**src/hdl/urlqs_pkg.sv**
```systemverilog
// ----------------------------------------------------------------------------
// urlqs_pkg
// Shared types and character codes for the request target splitter.
// ----------------------------------------------------------------------------
package urlqs_pkg;

    localparam logic [7:0] CH_QUERY = 8'h3F;
    localparam logic [7:0] CH_FRAG  = 8'h23;
    localparam logic [7:0] CH_AMP   = 8'h26;
    localparam logic [7:0] CH_EQ    = 8'h3D;

    localparam int QUEUE_DEPTH = 2;
    localparam int QUEUE_AW    = $clog2(QUEUE_DEPTH);

    typedef enum logic [1:0] {
        RG_PATH  = 2'd0,
        RG_KEY   = 2'd1,
        RG_VALUE = 2'd2,
        RG_FRAG  = 2'd3
    } region_t;

    // classified character as it travels from front to back
    typedef struct packed {
        logic [7:0] data;
        logic       is_query;
        logic       is_frag;
        logic       is_amp;
        logic       is_eq;
        logic       last;
    } item_t;

endpackage

```
**src/hdl/urlqs_front.sv**
```systemverilog
// ----------------------------------------------------------------------------
// urlqs_front
// Accepts input beats and decodes the separator characters into flags.
// ----------------------------------------------------------------------------
module urlqs_front (
    input  logic                aclk,
    input  logic                aresetn,
    input  logic                s_valid,
    output logic                s_ready,
    input  logic [7:0]          s_in_byte,
    input  logic                s_in_last,
    output logic                item_valid,
    input  logic                item_ready,
    output urlqs_pkg::item_t    item
);

    logic             valid_reg;
    logic             valid_next;
    urlqs_pkg::item_t item_reg;
    urlqs_pkg::item_t item_next;
    logic             take;

    assign s_ready    = !valid_reg || item_ready;
    assign take       = s_valid && s_ready;
    assign item_valid = valid_reg;
    assign item       = item_reg;

    always_comb begin
        item_next.data     = s_in_byte;
        item_next.is_query = (s_in_byte == urlqs_pkg::CH_QUERY);
        item_next.is_frag  = (s_in_byte == urlqs_pkg::CH_FRAG);
        item_next.is_amp   = (s_in_byte == urlqs_pkg::CH_AMP);
        item_next.is_eq    = (s_in_byte == urlqs_pkg::CH_EQ);
        item_next.last     = s_in_last;
        if (take) begin
            valid_next = 1'b1;
        end else if (item_ready) begin
            valid_next = 1'b0;
        end else begin
            valid_next = valid_reg;
        end
    end

    always_ff @(posedge aclk) begin
        if (!aresetn) begin
            valid_reg <= 1'b0;
        end else begin
            valid_reg <= valid_next;
        end
        if (take) begin
            item_reg <= item_next;
        end
    end

endmodule

```
**src/hdl/urlqs_queue.sv**
```systemverilog
// ----------------------------------------------------------------------------
// urlqs_queue
// Small fifo of classified characters between the front and back parts.
// ----------------------------------------------------------------------------
module urlqs_queue (
    input  logic                aclk,
    input  logic                aresetn,
    input  logic                wr_valid,
    output logic                wr_ready,
    input  urlqs_pkg::item_t    wr_item,
    output logic                rd_valid,
    input  logic                rd_ready,
    output urlqs_pkg::item_t    rd_item
);

    localparam int CntW = $clog2(urlqs_pkg::QUEUE_DEPTH + 1);

    urlqs_pkg::item_t              mem [urlqs_pkg::QUEUE_DEPTH];
    logic [urlqs_pkg::QUEUE_AW-1:0] wr_ptr_reg;
    logic [urlqs_pkg::QUEUE_AW-1:0] wr_ptr_next;
    logic [urlqs_pkg::QUEUE_AW-1:0] rd_ptr_reg;
    logic [urlqs_pkg::QUEUE_AW-1:0] rd_ptr_next;
    logic [CntW-1:0]                count_reg;
    logic [CntW-1:0]                count_next;
    logic                           push;
    logic                           pop;

    assign wr_ready = (count_reg != CntW'(urlqs_pkg::QUEUE_DEPTH));
    assign rd_valid = (count_reg != '0);
    assign rd_item  = mem[rd_ptr_reg];
    assign push     = wr_valid && wr_ready;
    assign pop      = rd_valid && rd_ready;

    always_comb begin
        wr_ptr_next = wr_ptr_reg;
        rd_ptr_next = rd_ptr_reg;
        count_next  = count_reg;
        if (push) begin
            wr_ptr_next = (wr_ptr_reg == urlqs_pkg::QUEUE_AW'(urlqs_pkg::QUEUE_DEPTH - 1))
                        ? '0 : wr_ptr_reg + 1'b1;
        end
        if (pop) begin
            rd_ptr_next = (rd_ptr_reg == urlqs_pkg::QUEUE_AW'(urlqs_pkg::QUEUE_DEPTH - 1))
                        ? '0 : rd_ptr_reg + 1'b1;
        end
        if (push && !pop) begin
            count_next = count_reg + 1'b1;
        end else if (pop && !push) begin
            count_next = count_reg - 1'b1;
        end
    end

    always_ff @(posedge aclk) begin
        if (!aresetn) begin
            wr_ptr_reg <= '0;
            rd_ptr_reg <= '0;
            count_reg  <= '0;
        end else begin
            wr_ptr_reg <= wr_ptr_next;
            rd_ptr_reg <= rd_ptr_next;
            count_reg  <= count_next;
        end
        if (push) begin
            mem[wr_ptr_reg] <= wr_item;
        end
    end

endmodule

```
**src/hdl/urlqs_back.sv**
```systemverilog
// ----------------------------------------------------------------------------
// urlqs_back
// Region tracking state and registered result beat.
// ----------------------------------------------------------------------------
module urlqs_back (
    input  logic                aclk,
    input  logic                aresetn,
    input  logic                item_valid,
    output logic                item_ready,
    input  urlqs_pkg::item_t    item,
    output logic                m_valid,
    input  logic                m_ready,
    output logic [7:0]          m_out_byte,
    output logic [1:0]          m_part,
    output logic                m_has_byte,
    output logic                m_pair_end,
    output logic                m_error,
    output logic                m_out_last
);

    urlqs_pkg::region_t region_reg;
    urlqs_pkg::region_t region_next;
    logic               query_seen_reg;
    logic               query_seen_next;
    logic               pair_open_reg;
    logic               pair_open_next;
    logic               failed_reg;
    logic               failed_next;

    logic               m_valid_reg;
    logic               m_valid_next;
    logic [7:0]         out_byte_reg;
    logic [7:0]         out_byte_next;
    logic [1:0]         part_reg;
    logic [1:0]         part_next;
    logic               has_byte_reg;
    logic               has_byte_next;
    logic               pair_end_reg;
    logic               pair_end_next;
    logic               error_reg;
    logic               error_next;
    logic               out_last_reg;

    logic               pop;

    assign item_ready = !m_valid_reg || m_ready;
    assign pop        = item_valid && item_ready;

    assign m_valid    = m_valid_reg;
    assign m_out_byte = out_byte_reg;
    assign m_part     = part_reg;
    assign m_has_byte = has_byte_reg;
    assign m_pair_end = pair_end_reg;
    assign m_error    = error_reg;
    assign m_out_last = out_last_reg;

    always_comb begin
        region_next     = region_reg;
        query_seen_next = query_seen_reg;
        pair_open_next  = pair_open_reg;
        failed_next     = failed_reg;
        out_byte_next   = 8'd0;
        has_byte_next   = 1'b0;
        pair_end_next   = 1'b0;
        error_next      = 1'b0;
        part_next       = urlqs_pkg::RG_PATH;

        if (failed_reg) begin
            error_next = 1'b1;
        end else begin
            case (region_reg)
                urlqs_pkg::RG_PATH: begin
                    if (item.is_query) begin
                        region_next     = urlqs_pkg::RG_KEY;
                        query_seen_next = 1'b1;
                        pair_open_next  = 1'b0;
                    end else if (item.is_frag) begin
                        region_next = urlqs_pkg::RG_FRAG;
                    end else begin
                        out_byte_next = item.data;
                        has_byte_next = 1'b1;
                    end
                    part_next = region_next;
                end
                urlqs_pkg::RG_FRAG: begin
                    // '?' after a fragment with no query rejects the target
                    if (item.is_query && !query_seen_reg) begin
                        failed_next = 1'b1;
                        error_next  = 1'b1;
                    end else begin
                        out_byte_next = item.data;
                        has_byte_next = 1'b1;
                        part_next     = urlqs_pkg::RG_FRAG;
                    end
                end
                default: begin
                    if (item.is_frag) begin
                        pair_end_next  = pair_open_reg;
                        pair_open_next = 1'b0;
                        region_next    = urlqs_pkg::RG_FRAG;
                    end else if (item.is_amp) begin
                        pair_end_next  = 1'b1;
                        pair_open_next = 1'b0;
                        region_next    = urlqs_pkg::RG_KEY;
                    end else if (item.is_eq && region_reg == urlqs_pkg::RG_KEY) begin
                        pair_open_next = 1'b1;
                        region_next    = urlqs_pkg::RG_VALUE;
                    end else begin
                        pair_open_next = 1'b1;
                        out_byte_next  = item.data;
                        has_byte_next  = 1'b1;
                    end
                    // query closed by end of target with an open pair
                    if (item.last && pair_open_next &&
                        (region_next == urlqs_pkg::RG_KEY ||
                         region_next == urlqs_pkg::RG_VALUE)) begin
                        pair_end_next = 1'b1;
                    end
                    part_next = region_next;
                end
            endcase
        end

        if (item.last) begin
            region_next     = urlqs_pkg::RG_PATH;
            query_seen_next = 1'b0;
            pair_open_next  = 1'b0;
            failed_next     = 1'b0;
        end

        if (pop) begin
            m_valid_next = 1'b1;
        end else if (m_ready) begin
            m_valid_next = 1'b0;
        end else begin
            m_valid_next = m_valid_reg;
        end
    end

    always_ff @(posedge aclk) begin
        if (!aresetn) begin
            region_reg     <= urlqs_pkg::RG_PATH;
            query_seen_reg <= 1'b0;
            pair_open_reg  <= 1'b0;
            failed_reg     <= 1'b0;
            m_valid_reg    <= 1'b0;
        end else begin
            m_valid_reg <= m_valid_next;
            if (pop) begin
                region_reg     <= region_next;
                query_seen_reg <= query_seen_next;
                pair_open_reg  <= pair_open_next;
                failed_reg     <= failed_next;
            end
        end
        if (pop) begin
            out_byte_reg <= out_byte_next;
            part_reg     <= part_next;
            has_byte_reg <= has_byte_next;
            pair_end_reg <= pair_end_next;
            error_reg    <= error_next;
            out_last_reg <= item.last;
        end
    end

endmodule

```
**src/hdl/url_target_query_splitter_unit.sv**
```systemverilog
// an accepted input beat passes the front register, the queue and the back result register to m_valid
// throughput: one beat per cycle when the output is not stalled, set by the region update in the back part
// the front register and a two-entry queue let input and output stall independently
// reset: synchronous active-low aresetn empties all stages and returns the region
// state to path with no query seen, no open pair and no error
module url_target_query_splitter_unit (
    input  logic       aclk,
    input  logic       aresetn,
    input  logic       s_valid,
    output logic       s_ready,
    input  logic [7:0] s_in_byte,
    input  logic       s_in_last,
    output logic       m_valid,
    input  logic       m_ready,
    output logic [7:0] m_out_byte,
    output logic [1:0] m_part,
    output logic       m_has_byte,
    output logic       m_pair_end,
    output logic       m_error,
    output logic       m_out_last
);

    logic             front_valid;
    logic             front_ready;
    urlqs_pkg::item_t front_item;
    logic             queue_valid;
    logic             queue_ready;
    urlqs_pkg::item_t queue_item;

    urlqs_front u_front (
        .aclk       (aclk),
        .aresetn    (aresetn),
        .s_valid    (s_valid),
        .s_ready    (s_ready),
        .s_in_byte  (s_in_byte),
        .s_in_last  (s_in_last),
        .item_valid (front_valid),
        .item_ready (front_ready),
        .item       (front_item)
    );

    urlqs_queue u_queue (
        .aclk     (aclk),
        .aresetn  (aresetn),
        .wr_valid (front_valid),
        .wr_ready (front_ready),
        .wr_item  (front_item),
        .rd_valid (queue_valid),
        .rd_ready (queue_ready),
        .rd_item  (queue_item)
    );

    urlqs_back u_back (
        .aclk       (aclk),
        .aresetn    (aresetn),
        .item_valid (queue_valid),
        .item_ready (queue_ready),
        .item       (queue_item),
        .m_valid    (m_valid),
        .m_ready    (m_ready),
        .m_out_byte (m_out_byte),
        .m_part     (m_part),
        .m_has_byte (m_has_byte),
        .m_pair_end (m_pair_end),
        .m_error    (m_error),
        .m_out_last (m_out_last)
    );

endmodule

```
**config.mk**
```make
export PLATFORM = sky130hd
export DESIGN_NAME = url_target_query_splitter_unit
export DESIGN_NICKNAME = d
export VERILOG_FILES = /design/src/hdl/urlqs_pkg.sv /design/src/hdl/urlqs_front.sv /design/src/hdl/urlqs_queue.sv /design/src/hdl/urlqs_back.sv /design/src/hdl/url_target_query_splitter_unit.sv
export SDC_FILE = /design/constraint.sdc
export NUM_CORES = 1
export LEC_CHECK = 0
export ABC_AREA = 0
export ABC_CLOCK_PERIOD_IN_PS = 3900
export BUFFER_PORTS_ARGS = -buffer_cell sky130_fd_sc_hd__buf_2
export CORE_MARGIN = 2
export CORE_UTILIZATION = 25
export DETAILED_ROUTE_END_ITERATION = 10
export MAX_ROUTING_LAYER = met4
export PLACE_DENSITY = 0.39
export SYNTH_ARGS = -nofsm -noshare
export SYNTH_HDL_FRONTEND = slang
export SYNTH_HIERARCHICAL = 1
export SYNTH_SLANG_ARGS = --single-unit
```
**constraint.sdc**
```tcl
create_clock -name aclk -period 3.9 [get_ports aclk]
set_input_delay 0.195 -clock aclk [delete_from_list [all_inputs] [get_ports aclk]]
set_output_delay 0.195 -clock aclk [all_outputs]
set_load 0.03 [all_outputs]
```
**Word-level counts from Yosys, hierarchy flattened**

Memories as Yosys holds them, arrays and structs flattened. A register that Yosys moved wholly into a read port is not among the register bits.
Index checks and enable logic that the tools add are counted.

- Add/subtract/negate cells: 4
- Equal/unequal tests: 12
- Multiplexer cells: 57
- Reductions and logical operators: 29

Operators by type and width:

| kind | count |
|---|---|
| $mux W8 | 6 |
| $mux W1 | 34 |
| $eq A8 B6 Y1 const B | 4 |
| $mux W2 | 12 |
| $pmux W8 S2 | 1 |
| $reduce_bool A2 Y1 | 6 |
| $logic_and A1 B1 Y1 | 9 |
| $pmux W2 S2 | 2 |
| $reduce_and A4 Y1 | 2 |
| $logic_not A1 Y1 | 5 |
| $eq A2 B1 Y1 const B | 2 |
| $eq A2 B2 Y1 const B | 2 |
| $ne A2 B1 Y1 const B | 2 |
| $pmux W1 S2 | 2 |
| $logic_or A1 B1 Y1 | 3 |
| $ne A3 B1 Y1 const B | 1 |
| $reduce_and A3 Y1 | 1 |
| $reduce_or A3 Y1 | 1 |
| $add A1 B1 Y1 const B | 2 |
| $add A2 B1 Y2 const B | 1 |
| $logic_not A2 Y1 | 1 |
| $ne A2 B2 Y1 const B | 1 |
| $reduce_or A2 Y1 | 1 |
| $sub A2 B1 Y2 const B | 1 |

- Flip-flop bits (word level): 38
- Memory bits (writable): 26
- Input port bits: 13
- Output and inout bits: 16
- Memories kept: 1

Memory list:

| name | words | width | read ports | clocked after Yosys merged registers in | write ports | line | source |
|---|---|---|---|---|---|---|---|
| u_queue.mem | 2 | 13 | 1 | 1 | 1 | urlqs_queue.sv:18 | `urlqs_pkg::item_t mem [urlqs_pkg::QUEUE_DEPTH];` |

**Depth between registers and ports, before layout**

- Word-level depth: 11
- Mapped depth: 7
- Depth with buffers taken out: 6

**By module**

The synthesis kept the hierarchy.

By module, submodules not included:

| module | instances | cells each | area an instance (µm²) | sequential area each (µm²) |
|---|---|---|---|---|
| urlqs_queue | 1 | 64 | 1174.9 | 880.8 |
| urlqs_back | 1 | 92 | 983.4 | 540.5 |
| urlqs_front | 1 | 29 | 505.5 | 410.4 |

**Worst setup path after synthesis**

Ideal clock, no wire load.

- Kind: reg-to-reg
- From: register (tool-made name)
- To: register u_back.out_byte_reg[0] (netlist: u_back/m_out_byte[0]) (data pin)
- Setup time: 131 ps
- Arrival time: 1630 ps
- Path slack: 2139 ps
- Stages on the path, launching flop included: 6
- Clock period less this slack: 1761 ps
- Cells stage by stage: dfxtp_1 -> buf_2 -> mux2_2 -> a221o_1 -> a21oi_4 -> and2_1

RTL lines:

| what | line | source |
|---|---|---|
| to (signal assigned) | urlqs_back.sv:157 | `out_byte_reg <= out_byte_next;` |
| to (decl) | urlqs_back.sv:32 | `logic [7:0] out_byte_reg;` |

==> results.tsv <==
stage	metric	value	unit
sta	worstMarginPinSlew	0.723	ns
logic_synthesis	syn_area	2660	µm²
logic_synthesis	muxShareOfSynthArea	5.50	%
clock_tree	cts_hold_buf	0	
clock_tree	clkTransAtPathRegs	0.08	ns
sta	finalHoldViolCount	0	
setup_path	end_kind	register	
routing	drc	0	
routing	initialDrtViolationCount	41	
pwr	p_sw_share	33.0	%
clock_tree	numCtsBuffers	9	
place	hpwl	3200	µm
setup_path	path_max_fanout	13	
global_route	antenna_found_initial	0	
logic_synthesis	yosys_most_used_dff	edfxtp_1	
logic_synthesis	ys_seq_area_share	68.8	%
routing	avgViaCountPerCell	4.22	
routing	wire_per_inst	13.0	µm
logic_synthesis	synthesis.nets	202	
sta	fin_skew	0.00720	ns
cells_and_area	instances_no_fill	362	
sta	maxSlewViolCount	0	
floorplanning	fp.dieH	107	µm
logic_synthesis	synth_compound_area_share	8.69	%
floorplanning	die_w	107	µm
place	dp.cells	346	
job	maxCapViolCount	0	
floorplanning	fp.coreArea	10300	µm²
sta	fin_setup_tns	0	ns
place	port-buffer-count	28	
sta	rsz0062_at_grt	false	
global_route	grt_pass1_wl	7850	µm
pwr	p_clk_share	28.0	%
sta	min_period	2.21	ns
logic_synthesis	synth.avg_cell_area	14.4	µm²
floorplanning	start_util	25.8	%
floorplanning	dieArea	11500	µm²
logic_synthesis	synth.distinct_cells	41	
clock_tree	cts_tree	built	
setup_path	crit_path_start_kind	register	
min_path	hp-class	in -> reg	
setup_path	crit_arrival	2.42	ns
pwr	internal_power	0.00153	W
sta	setup_viol	0	
routing	route.antenna.remaining_nets	0	
routing	firstDrtPassIters	6	
sta	fmax	452	MHz
setup_path	critPathRequiredTime	4.11	ns
setup_path	crit_type	reg -> reg	
status	outcome	finished clean	
setup_path	max_stage_delay	0.69	ns
logic_synthesis	synthAdderAreaFrac	1.88	%
logic_synthesis	synth_xor_area_share	1.32	%
logic_synthesis	synthCells	185	
logic_synthesis	synthSimpleGateAreaFrac	12.1	%
setup_path	cp_cell_sequence	mux2_2 -> nand2b_1 -> a221o_1 -> a21oi_4 -> and2_1	
cells_and_area	largest_reg_flops	26	
logic_synthesis	synth_top_family_by_area	simple AND/OR/NAND/NOR gates	
routing	wirelength	4710	µm
clock_tree	cts.sink_count	65	
clock_tree	clockRootBuffer	clkbuf_8	
sta	period_share	56.7	%
global_route	grt_overflow	0	
clock_tree	h-tree-depth	3	
logic_synthesis	yosysWarnings	6	
logic_synthesis	synthArstFlopShare	0	%
floorplanning	io_pins	29	
routing	num_vias	1528	
global_route	grt_max_degree	20	
cells_and_area	area_growth	19.4	%
clock_tree	cts_resized	0	
cells_and_area	fin_nets	238	
setup_path	critPathBufInv	0	
cells_and_area	n_antenna_cell	0	
setup_path	cpMaxStageDelayCell	dfxtp_1	
place	gp_congestion	0.748	
clock_tree	clk_latency	0.34	ns
logic_synthesis	synth.ff_latch_count	65	
pwr	ir_drop	202	µV
pwr	p_leak	1.14	nW
global_route	grt_pass1_vias	1558	
logic_synthesis	synth_edf_count	53	
cells_and_area	nFillCells	1032	
sta	slew_headroom	51.7	%
clock_tree	clockBufferDepth	2	
pwr	p_sw	0.000751	W
floorplanning	std_cell_rows	37	
setup_path	critPathTopFamily	flip-flops	
cells_and_area	drive_above_1_share	27.0	%
pwr	pwr-share-seq	43.6	%
pwr	power.density	715	nW/µm²
clock_tree	cts_setup_buffers	0	
global_route	grt_use_total	9.46	%
min_path	hold_start	s_in_last	
pwr	combPwrFrac	28.3	%
-- cell families after synthesis --
| group | after synthesis |
|---|---|
| AND/OR/NAND/NOR | 55 |
| XOR/XNOR | 4 |
| buffers and inverters | 11 |
| multiplexers | 13 |
| adder cells (fa/ha/maj) | 4 |
| flip-flops | 65 |
| AO/OA/AOI/OAI | 33 |
-- metrics by stage --
step	instance area (µm²)	hold slack, ns	power (W)	utilization [%]	setup WS, ns
floorplan	2660	0.294	0.00149	-	2.14
global placement	2960	0.390	0.00167	28.6	1.69
detailed placement	2960	0.394	0.00166	28.6	1.65
CTS	3180	0.0208	0.00231	30.8	1.64
global route	3180	0.0240	0.00242	30.8	1.55
finish	3180	0.0395	0.00228	30.8	1.69
-- routing by layer --
layer / vias to the layer above / track usage [%] / wire, µm / share of wire, %
met1: 721 / 12.0 / 2380 / 51
met5: - / - / 0 / 0
li1: 767 / - / - / -
met2: 32 / 13.3 / 2110 / 45
met3: 8 / 2.37 / 139 / 3.0
met4: 0 / 6.12 / 77 / 1.6
-- synthesized netlist by cell type, types with 2 or more instances --
cell type,n,area share [%]
edfxtp_1,53,60
and2_1,13,3.1
mux2_2,13,5.5
dfxtp_1,12,9.0
nand2_1,11,1.6
inv_1,8,1.1
a21oi_1,7,1.3
nand2b_1,6,1.4
o21ai_0,6,1.1
a21boi_0,5,1.4
nor2_1,5,0.70
ha_1,4,1.9
nor4_1,4,0.94
nor3_1,3,0.56
xnor2_1,3,0.99
a211oi_1,2,0.56
buf_2,2,0.38
nand4_1,2,0.47
nand4b_1,2,0.66
o211ai_1,2,0.56
or4b_1,2,0.75
-- layout by cell type, fill, tap and decap left out, types with 2 or more instances in the layout --
cell	instances
edfxtp_1	53
buf_2	28
and2_1	13
mux2_2	13
dfxtp_1	12
nand2_1	11
clkbuf_8	9
inv_1	8
a21oi_1	7
nand2b_1	6
o21ai_0	6
nor2_1	5
a21boi_0	5
ha_1	4
nor4_1	4
nor3_1	3
xnor2_1	3
bufinv_16	2
clkinvlp_4	2
inv_6	2
nand4_1	2
o211ai_1	2
a211oi_1	2
nand4b_1	2
or4b_1	2
-- power by group through the flow --
stage	clock, W	sequential, W	combinational [W]
floorplan	0	0.00112	0.000375
global placement	0	0.00101	0.000652
detailed placement	0	0.00102	0.000648
CTS	0.000663	0.000999	0.000652
global route	0.000691	0.00101	0.000715
finish	0.000638	0.000993	0.000645
-- layout make-up --
cell class                 count  area, µm²  share of cell area [%]
tap                          136        170                    5.35
inverter                       8       30.0                   0.944
sequential                    65       1830                    57.6
timing repair buffer          28        140                    4.40
clock inverter                 7        101                    3.19
multi-input combinational    109        785                    24.7
clock buffer                   9        124                    3.89
-- path summary, 6_finish.rpt --
check	end	slack (ns)	depth (start not counted)
setup / recovery	u_back/m_out_byte[3]$_SDFFCE_PP0P_	1.69	5
hold / removal	u_front/item[0]$_DFFE_PP_	0.04	1
setup reg to reg	u_back/m_out_byte[3]$_SDFFCE_PP0P_	1.69	5
hold reg to reg	u_queue/mem[1][2]$_DFFE_PP_	0.45	0
No activity file was read; power rests on OpenSTA's default activity.
